[src/rtl/size_weighted_lru_cache_unit_defines.svh]
// Assertion macros for the size weighted LRU cache unit.
`ifndef SIZE_WEIGHTED_LRU_CACHE_UNIT_DEFINES_SVH
`define SIZE_WEIGHTED_LRU_CACHE_UNIT_DEFINES_SVH

`define SWL_ASSERT(lbl, clk, rst_n, prop, msg) \
    lbl: assert property (@(posedge clk) disable iff (!rst_n) prop) else $error(msg);

`define SWL_ASSERT_NR(lbl, clk, prop, msg) \
    lbl: assert property (@(posedge clk) prop) else $error(msg);

`endif

[src/rtl/swlru_pkg.sv]
// ----------------------------------------------------------------------------
// swlru_pkg
// Status codes and defaults shared by the cache unit.
// ----------------------------------------------------------------------------
package swlru_pkg;
    localparam int DEF_ENTRIES   = 16;
    localparam int DEF_KEY_BITS  = 16;
    localparam int DEF_SIZE_BITS = 24;
    localparam int STATUS_BITS   = 3;

    localparam logic [STATUS_BITS-1:0] ST_BYPASS    = 3'd0;
    localparam logic [STATUS_BITS-1:0] ST_HIT       = 3'd1;
    localparam logic [STATUS_BITS-1:0] ST_INSERTED  = 3'd2;
    localparam logic [STATUS_BITS-1:0] ST_NOT_FOUND = 3'd3;
    localparam logic [STATUS_BITS-1:0] ST_EVICT     = 3'd4;

    typedef logic [STATUS_BITS-1:0] status_t;
endpackage

[src/rtl/swlru_store.sv]
// ----------------------------------------------------------------------------
// swlru_store
// Entry memory: key and size per slot, one write port, one registered read.
// ----------------------------------------------------------------------------
module swlru_store #(
    parameter int ENTRIES   = 16,
    parameter int KEY_BITS  = 16,
    parameter int SIZE_BITS = 24,
    parameter int IDX_BITS  = $clog2(ENTRIES)
) (
    input  logic                 clk,
    input  logic                 we,
    input  logic [IDX_BITS-1:0]  waddr,
    input  logic [KEY_BITS-1:0]  wkey,
    input  logic [SIZE_BITS-1:0] wbytes,
    input  logic [IDX_BITS-1:0]  raddr,
    output logic [KEY_BITS-1:0]  rkey,
    output logic [SIZE_BITS-1:0] rbytes
);
    logic [KEY_BITS+SIZE_BITS-1:0] mem [ENTRIES];

    always_ff @(posedge clk)
    begin
        if (we)
        begin
            mem[waddr] <= {wkey, wbytes};
        end
        {rkey, rbytes} <= mem[raddr];
    end
endmodule

[src/rtl/size_weighted_lru_cache_unit.sv]
// ----------------------------------------------------------------------------
// size_weighted_lru_cache_unit
// Size aware LRU cache controller with entry memory and a slot sequencer.
// ----------------------------------------------------------------------------
//  channel | direction | handshake
//  in      | input     | in_valid / in_stall
//  out     | output    | out_valid / out_stall
//  cfg     | input     | cfg_valid / cfg_ready
// A request passes through the key scan over the entry memory read port, then
// decide, result and idle. Each eviction adds an eviction read and write-back;
// a bypass goes from idle straight to result, with no scan.
// Reset clears valid bits, ranks, byte count; the memory is not cleared.
// A stalled result holds the sequencer at decide, eviction write-back and
// result; a new request may be taken while the final result still waits.
module size_weighted_lru_cache_unit #(
    parameter int ENTRIES   = swlru_pkg::DEF_ENTRIES,
    parameter int KEY_BITS  = swlru_pkg::DEF_KEY_BITS,
    parameter int SIZE_BITS = swlru_pkg::DEF_SIZE_BITS
) (
    input  logic                 clk,
    input  logic                 rst_n,
    input  logic                 in_valid,
    output logic                 in_stall,
    input  logic [KEY_BITS-1:0]  object_key,
    input  logic [SIZE_BITS-1:0] object_bytes,
    input  logic                 found_on_disk,
    output logic                 out_valid,
    input  logic                 out_stall,
    output swlru_pkg::status_t   status,
    output logic [KEY_BITS-1:0]  evicted_key,
    output logic [SIZE_BITS-1:0] bytes_in_use,
    output logic                 last_result,
    input  logic                 cfg_valid,
    output logic                 cfg_ready,
    input  logic [SIZE_BITS-1:0] cfg_data
);
    import swlru_pkg::*;
    `include "size_weighted_lru_cache_unit_defines.svh"

    localparam int IB = $clog2(ENTRIES);
    localparam int CB = $clog2(ENTRIES + 1);
    localparam logic [3:0] S_IDLE = 4'd0, S_SCAN = 4'd1, S_DEC = 4'd2,
                           S_EVRD = 4'd3, S_EVWT = 4'd4, S_OUT = 4'd5;

    logic [3:0]           st_reg, st_next;
    logic [SIZE_BITS-1:0] cap_reg;
    logic [ENTRIES-1:0]   vld_reg;
    logic [IB-1:0]        rank_reg [ENTRIES];
    logic [SIZE_BITS-1:0] used_reg;
    logic [KEY_BITS-1:0]  key_reg;
    logic [SIZE_BITS-1:0] sz_reg;
    logic                 pres_reg;
    logic [IB-1:0]        ptr_reg;
    logic                 rd_pend_reg;
    logic [IB-1:0]        rd_idx_reg;
    logic                 hit_reg;
    logic [IB-1:0]        hit_idx_reg;
    logic [CB-1:0]        cnt_reg;
    logic [IB-1:0]        lru_reg;
    logic                 ov_reg;
    status_t              ost_reg;
    logic [KEY_BITS-1:0]  okey_reg;
    logic                 olast_reg;

    logic                 we;
    logic [IB-1:0]        waddr, raddr, slot;
    logic [KEY_BITS-1:0]  rkey;
    logic [SIZE_BITS-1:0] rbytes;
    logic                 has_free;

    swlru_store #(.ENTRIES(ENTRIES), .KEY_BITS(KEY_BITS), .SIZE_BITS(SIZE_BITS))
    u_store (.clk(clk), .we(we), .waddr(waddr), .wkey(key_reg), .wbytes(sz_reg),
             .raddr(raddr), .rkey(rkey), .rbytes(rbytes));

    always_comb
    begin
        slot = '0;
        has_free = 1'b0;
        for (int i = ENTRIES - 1; i >= 0; i--)
        begin
            if (!vld_reg[i])
            begin
                slot = IB'(i);
                has_free = 1'b1;
            end
        end
    end

    logic [SIZE_BITS:0] sum_w;
    logic               fits;
    assign sum_w = {1'b0, used_reg} + {1'b0, sz_reg};
    assign fits  = (sum_w <= {1'b0, cap_reg}) && (cnt_reg != CB'(ENTRIES));

    assign in_stall  = (st_reg != S_IDLE);
    assign cfg_ready = (st_reg == S_IDLE);
    assign raddr = ((st_reg == S_EVRD) || (st_reg == S_EVWT)) ? lru_reg : ptr_reg;
    assign we    = (st_reg == S_DEC) && !hit_reg && pres_reg && fits && has_free;
    assign waddr = slot;
    assign out_valid    = ov_reg;
    assign status       = ost_reg;
    assign evicted_key  = okey_reg;
    assign bytes_in_use = used_reg;
    assign last_result  = olast_reg;

    logic out_free;
    assign out_free = !ov_reg || !out_stall;

    logic ov_set;
    assign ov_set = ((st_reg == S_EVWT) || (st_reg == S_OUT)) && out_free;

    always_comb
    begin
        st_next = st_reg;
        case (st_reg)
            S_IDLE: if (in_valid) st_next = (object_bytes > cap_reg) ? S_OUT : S_SCAN;
            S_SCAN: if (rd_pend_reg && rd_idx_reg == IB'(ENTRIES - 1)) st_next = S_DEC;
            S_DEC:
                if (out_free)
                begin
                    if (hit_reg || !pres_reg || fits || cnt_reg == '0) st_next = S_OUT;
                    else st_next = S_EVRD;
                end
            S_EVRD: st_next = S_EVWT;
            S_EVWT: if (out_free) st_next = S_DEC;
            S_OUT: if (out_free) st_next = S_IDLE;
            default: st_next = S_IDLE;
        endcase
    end

    always_ff @(posedge clk or negedge rst_n)
    begin
        if (!rst_n)
        begin
            st_reg      <= S_IDLE;
            cap_reg     <= SIZE_BITS'(1048576);
            vld_reg     <= '0;
            used_reg    <= '0;
            ov_reg      <= 1'b0;
            rd_pend_reg <= 1'b0;
            for (int i = 0; i < ENTRIES; i++) rank_reg[i] <= '0;
        end
        else
        begin
            st_reg <= st_next;
            ov_reg <= ov_set || (ov_reg && out_stall);
            if (cfg_valid && cfg_ready) cap_reg <= cfg_data;
            case (st_reg)
                S_IDLE:
                    if (in_valid)
                    begin
                        key_reg  <= object_key;
                        sz_reg   <= object_bytes;
                        pres_reg <= found_on_disk;
                        ptr_reg  <= '0;
                        rd_pend_reg <= 1'b0;
                        hit_reg  <= 1'b0;
                        cnt_reg  <= '0;
                        lru_reg  <= '0;
                    end
                S_SCAN:
                begin
                    rd_pend_reg <= 1'b1;
                    rd_idx_reg  <= ptr_reg;
                    if (ptr_reg != IB'(ENTRIES - 1)) ptr_reg <= ptr_reg + 1'b1;
                    if (rd_pend_reg && vld_reg[rd_idx_reg])
                    begin
                        cnt_reg <= cnt_reg + 1'b1;
                        if (cnt_reg == '0 || rank_reg[rd_idx_reg] > rank_reg[lru_reg])
                            lru_reg <= rd_idx_reg;
                        if (!hit_reg && rkey == key_reg)
                        begin
                            hit_reg     <= 1'b1;
                            hit_idx_reg <= rd_idx_reg;
                        end
                    end
                end
                S_DEC:
                    if (out_free)
                    begin
                        if (hit_reg)
                        begin
                            for (int i = 0; i < ENTRIES; i++)
                                if (vld_reg[i] && rank_reg[i] < rank_reg[hit_idx_reg])
                                    rank_reg[i] <= rank_reg[i] + 1'b1;
                            rank_reg[hit_idx_reg] <= '0;
                            ost_reg <= ST_HIT;
                        end
                        else if (!pres_reg)
                            ost_reg <= ST_NOT_FOUND;
                        else if (fits || cnt_reg == '0)
                        begin
                            for (int i = 0; i < ENTRIES; i++)
                                if (vld_reg[i]) rank_reg[i] <= rank_reg[i] + 1'b1;
                            if (has_free)
                            begin
                                vld_reg[slot]  <= 1'b1;
                                rank_reg[slot] <= '0;
                                used_reg <= sum_w[SIZE_BITS-1:0];
                            end
                            ost_reg <= ST_INSERTED;
                        end
                    end
                S_EVWT:
                    if (out_free)
                    begin
                        vld_reg[lru_reg]  <= 1'b0;
                        rank_reg[lru_reg] <= '0;
                        used_reg <= (used_reg >= rbytes) ? used_reg - rbytes : '0;
                        ost_reg   <= ST_EVICT;
                        okey_reg  <= rkey;
                        olast_reg <= 1'b0;
                        cnt_reg   <= cnt_reg - 1'b1;
                        // next LRU has rank = old rank - 1
                        for (int i = 0; i < ENTRIES; i++)
                            if (vld_reg[i] && IB'(i) != lru_reg &&
                                rank_reg[i] == rank_reg[lru_reg] - 1'b1)
                                lru_reg <= IB'(i);
                    end
                S_OUT:
                    if (out_free)
                    begin
                        if (sz_reg > cap_reg) ost_reg <= ST_BYPASS;
                        okey_reg  <= '0;
                        olast_reg <= 1'b1;
                    end
                default: ;
            endcase
        end
    end

    `SWL_ASSERT(a_no_accept_busy, clk, rst_n, (st_reg != S_IDLE) |-> in_stall, "accept while busy")
    `SWL_ASSERT(a_we_scope, clk, rst_n, we |-> (st_reg == S_DEC), "write outside decide")
    `SWL_ASSERT(a_evict_not_last, clk, rst_n, (out_valid && status == ST_EVICT) |-> !last_result, "evict marked last")
endmodule

[config.mk]
export PLATFORM = sky130hd
export DESIGN_NAME = size_weighted_lru_cache_unit
export DESIGN_NICKNAME = d
export VERILOG_FILES = /design/src/rtl/swlru_pkg.sv /design/src/rtl/swlru_store.sv /design/src/rtl/size_weighted_lru_cache_unit.sv
export VERILOG_INCLUDE_DIRS = /design/src /design/src/rtl
export SDC_FILE = /design/constraint.sdc
export NUM_CORES = 2
export LEC_CHECK = 0
export BUFFER_PORTS_ARGS = -buffer_cell sky130_fd_sc_hd__buf_4
export CAP_MARGIN = 20
export CORE_MARGIN = 3
export CORE_UTILIZATION = 50
export CTS_BUF_LIST = sky130_fd_sc_hd__clkbuf_8
export CTS_CLUSTER_SIZE = 30
export DETAILED_ROUTE_END_ITERATION = 8
export HOLD_SLACK_MARGIN = 0.05
export PLACE_DENSITY = 0.66
export SLEW_MARGIN = 20
export SYNTH_ARGS = -nofsm -noshare
export SYNTH_HDL_FRONTEND = slang
export SYNTH_SLANG_ARGS = --single-unit
[constraint.sdc]
create_clock -name clk -period 23.5 [get_ports clk]
set_input_delay 2.35 -clock clk [delete_from_list [all_inputs] [get_ports clk]]
set_output_delay 2.35 -clock clk [all_outputs]
set_load 0.05 [all_outputs]
==> flow_results.org <==
** Floorplan
- In this run the standard cell core region covers 87400 um2.
- The floorplan step set the die height to 304 um.
- Die Area :: 92400 um2
- Cell row count :: 108
- For this design the top-level I/O count stands at 117.
- X dimension of the die :: 304 um
- Initial core utilization :: 0.508

** Layout
- Number of standard cells in the final layout excluding fillers :: 4595
- The register with the most flip-flops in the layout has 640 of them.
- From synthesis to final layout, the design area changed by 11.9%.
- Share of final-layout standard cells stronger than drive strength 1 :: 0.189
- Area of the multi-input gates :: 17600 um2
- At the end of the flow, the number of nets in the layout was 3578.
- At the end of the flow the core is filled with cells to 0.568.
- The sequential cells in the finished layout cover a total of 25800 um2.
- After filler insertion, the fill cell instance count of the layout stands at 6879.

** STA
- Worst slew pin tran :: 1.19 ns
- Setup repair after global routing missed its margin :: false
- The clock arrives with 0.0430 ns of skew.
- Count of pins over their slew limit :: 0
- Ratio of final minimum period to clock period :: 0.347
- Once routing completed, OpenROAD measured the worst setup slack at 15.35 ns.
- Measured against its own limit, the worst slew margin works out to 0.204.
- Accumulated negative setup slack :: 0 ns
- The number of failing hold endpoints at the final stage came to 0.
- After layout, the minimum clock period comes to 8.15 ns.
- Number of endpoints failing setup at the final stage :: 0
- For this run, the top clock speed supported by timing is 123 MHz.

** Synth
- Syn avg cell area :: 14.0 um2
- Unique masters post-synth :: 81
- FF+latch count, synth :: 896
- Commonest register cell after synthesis :: sky130_fd_sc_hd__edfxtp_1
- In the synthesized netlist the async set-or-reset flop fraction comes to 0.148.
- In this run the cell area of the synthesized design comes to 44400 um2.
- The cell count after synthesis came out at 3179.
- The number of nets in the synthesized netlist is 3445.
- Of the synthesized area, sequential elements account for 0.582.
- Number of flops mapped to enable cells by yosys :: 723
- Yosys warning count :: 0

** Setup path
- STA classifies the critical path startpoint as a register.
- Capturing element of the worst setup path :: u_store.mem[11][29]$_DFFE_PP_
- For the worst flop-to-flop path, the logic depth is 21.
- Crit-path max FO :: 40
- Crit Path Class :: register to register
- The startpoint identified for the worst register-to-register timing path is sz_reg[0]$_DFFE_PP_.
- Crit path from :: sz_reg[0]$_DFFE_PP_
- Worst reg-to-reg setup slack :: 15.35 ns
- For the worst setup path, the data required time is 23.93 ns.
- Critical Path End Type :: register
- STA puts the critical path data arrival time at 8.57 ns.
- Worst r2r dst :: u_store.mem[11][29]$_DFFE_PP_

** Global route
- The via count of the first global-routing pass came to 29.4k.
- First-pass GRT wire length :: 192 mm
- The total overflow left after global routing is 0.
- Entering global routing, the biggest net connects 121 pins.
- The number of antenna violations at the first check in global routing was 5.
- For this run, the total global-route usage over all layers was measured as 0.278.

** Power
- Final total power :: 0.00614 W
- Across the VDD grid, the largest voltage drop is 0.000121 V.
- P_leak :: 18.1 nW
- Dividing total power by cell area gives a power density of 124 nW/um2.

** Clocking
- Gates resized during post-CTS repair numbered 0.
- The root buffer cell chosen for the clock tree is sky130_fd_sc_hd__clkbuf_8.
- Quantity of hold-fixing buffers added after cts :: 0
- Counting the buffers created by CTS gives 150.
- Number of H-tree branching levels :: 4
- The clock net in this run drives a total of 896 sinks.
- Buffers inserted by post-CTS timing repair :: 0
- Clock transition at the registers of the reported paths :: 0.06 ns
- Clock Tree Buf Depth :: 3
- TritonCTS built the clock tree.
- Clock insertion delay at the later pin of the skew report :: 0.83 ns

** Drt
- Antenna-violating nets left :: 0
- Pre-Repair DR Iteration Count :: 6
- In the routed design, unresolved DRC markers number 0.
- Iteration-0 DRC count of the detailed router :: 3074
- After detailed routing, the total wire length is 129 mm.
- Dividing the detail-routed via count by the number of cells gives 6.33.
- Count of vias placed by the detailed router :: 29.1k
- After detailed routing, the average wire length per cell comes to 28.1 um.

** Flow run
- Max-cap violations in this run came to 0.

** Placement
- Quantity of I/O buffers inserted on ports :: 116
- Gpl congestion :: 0.965
- The number of placed instances, taps included, is 4315.
- Placed wire-length estimate :: 86.5 mm
- Before CTS, the worst setup slack after placement is 15.47 ns.

** Hold path
- The tightest min-delay check is of the register to register type.

** Run status
- The flow ran to the end, and the final reports show no timing, DRC or antenna violations.
## how the worst min path moves through the flow
stage | from | endpoint | slack (ns) | cells after the start
after floorplan | rd_idx_reg[2]$_DFFE_PP_ | hit_idx_reg[2]$_DFFE_PP_ | 0.42 | 0
after global routing | u_store.rkey[14]$_DFF_P_ | evicted_key[14]$_SDFFCE_PP0P_ | 0.58 | 1
after CTS | u_store.rkey[12]$_DFF_P_ | evicted_key[12]$_SDFFCE_PP0P_ | 0.57 | 1
after global placement | u_store.rkey[12]$_DFF_P_ | evicted_key[12]$_SDFFCE_PP0P_ | 0.55 | 1
after detailed placement | u_store.rkey[5]$_DFF_P_ | evicted_key[5]$_SDFFCE_PP0P_ | 0.55 | 1
final | u_store.rkey[12]$_DFF_P_ | evicted_key[12]$_SDFFCE_PP0P_ | 0.56 | 1
## metrics by stage
| step | hold WS (ns) | cell area [um2] |
|---|---|---|
| 2_1_floorplan | 0.424 | 44400 |
| 3_3_place_gp | 0.551 | 46600 |
| 3_5_place_dp | 0.554 | 46600 |
| 4_1_cts | 0.566 | 49700 |
| 5_1_grt | 0.575 | 49700 |
| 6_report | 0.561 | 49700 |
## worst max-delay path: stages (launching register included)
cell                        delay (ns)
sky130_fd_sc_hd__edfxtp_1         0.64
sky130_fd_sc_hd__ha_1             0.34
sky130_fd_sc_hd__fa_1             0.41
sky130_fd_sc_hd__a21oi_1          0.18
sky130_fd_sc_hd__o21bai_1         0.13
sky130_fd_sc_hd__a2111oi_1        0.91
sky130_fd_sc_hd__o21ai_0          0.23
sky130_fd_sc_hd__o211ai_1         0.44
sky130_fd_sc_hd__o211ai_1         0.15
sky130_fd_sc_hd__o211ai_1         0.15
sky130_fd_sc_hd__xnor2_1          0.19
sky130_fd_sc_hd__ha_1             0.31
sky130_fd_sc_hd__a211oi_1         0.34
sky130_fd_sc_hd__nand2_1          0.08
sky130_fd_sc_hd__or3_1            0.38
sky130_fd_sc_hd__a2111oi_0        0.43
sky130_fd_sc_hd__a221o_1          0.35
sky130_fd_sc_hd__o2111ai_1        0.17
sky130_fd_sc_hd__a2111o_1         0.61
sky130_fd_sc_hd__or3_1            0.58
sky130_fd_sc_hd__nor2_4           0.15
sky130_fd_sc_hd__buf_4            0.53
## logic make-up after synthesis
group | Yosys count | synth area share
flip-flops | 896 | 0.582
AO/OA/AOI/OAI | 729 | 0.108
AND/OR/NAND/NOR | 650 | 0.0733
buffers and inverters | 292 | 0.0260
multiplexers | 289 | 0.128
adder cells (fa/ha/maj) | 196 | 0.0557
XOR/XNOR | 127 | 0.0274
## cell usage after synthesis (all sizes together), types with 46 or more instances
library cell,count,area share
nor2b,71,0.010
o21ai,140,0.016
ha,193,0.054
buf,46,0.0052
xor2,49,0.0097
a211oi,52,0.0088
a31oi,48,0.0068
a21oi,185,0.021
dfrtp,132,0.074
xnor2,71,0.014
a21o,56,0.0095
mux2i,54,0.012
mux4,219,0.11
nor2,156,0.013
inv,105,0.0089
nand2,152,0.013
clkbuf,140,0.012
edfxtp,723,0.49
## layer usage
metal	track usage	vias up	part of all wire
met5	0	-	0.00016
met4	0.115	4	0.041
met3	0.0605	286	0.080
met2	0.439	1332	0.47
met1	0.378	14700	0.41
li1	-	12700	-
## area by class of cell
class	count	area share
Tap cell	1155	0.0291
Clock buffer	165	0.0457
Clock inverter	113	0.0164
Sequential cell	896	0.520
Timing Repair Buffer	167	0.0261
Antenna cell	2	0.000101
Inverter	106	0.00801
Multi-Input combinational cell	1991	0.354
## cell usage in the layout, fill, tap and decap left out, types with 19 or more instances in the layout
cell type and n:
sky130_fd_sc_hd__and2_1 35, sky130_fd_sc_hd__nor2b_1 70, sky130_fd_sc_hd__a31oi_1 48, sky130_fd_sc_hd__nor4_1 19, sky130_fd_sc_hd__o21ai_0 138, sky130_fd_sc_hd__dfrtp_1 132, sky130_fd_sc_hd__xnor2_1 69, sky130_fd_sc_hd__mux4_2 212
sky130_fd_sc_hd__buf_4 163, sky130_fd_sc_hd__a21o_1 56, sky130_fd_sc_hd__clkinv_1 26, sky130_fd_sc_hd__o211ai_1 30, sky130_fd_sc_hd__o21a_1 39, sky130_fd_sc_hd__clkbuf_8 165, sky130_fd_sc_hd__xor2_1 49, sky130_fd_sc_hd__edfxtp_1 723
sky130_fd_sc_hd__a21oi_1 183, sky130_fd_sc_hd__inv_1 157, sky130_fd_sc_hd__nor2_1 144, sky130_fd_sc_hd__mux2i_1 50, sky130_fd_sc_hd__a22o_1 21, sky130_fd_sc_hd__nor3_1 35, sky130_fd_sc_hd__dfxtp_1 40, sky130_fd_sc_hd__a22oi_1 28
sky130_fd_sc_hd__nand2_1 151, sky130_fd_sc_hd__ha_1 193, sky130_fd_sc_hd__nand2b_1 32, sky130_fd_sc_hd__a211oi_1 52, sky130_fd_sc_hd__nand4_1 27, sky130_fd_sc_hd__nand3_1 45
## report_power, final
group          leakage, nW  switching (W)  internal [W]
sequential            8.57       0.000156       0.00187
clock                 1.77       0.000649      0.000766
combinational         7.78        0.00164       0.00105
total                 18.1        0.00245       0.00369
No activity file was read; power rests on OpenSTA's default activity.
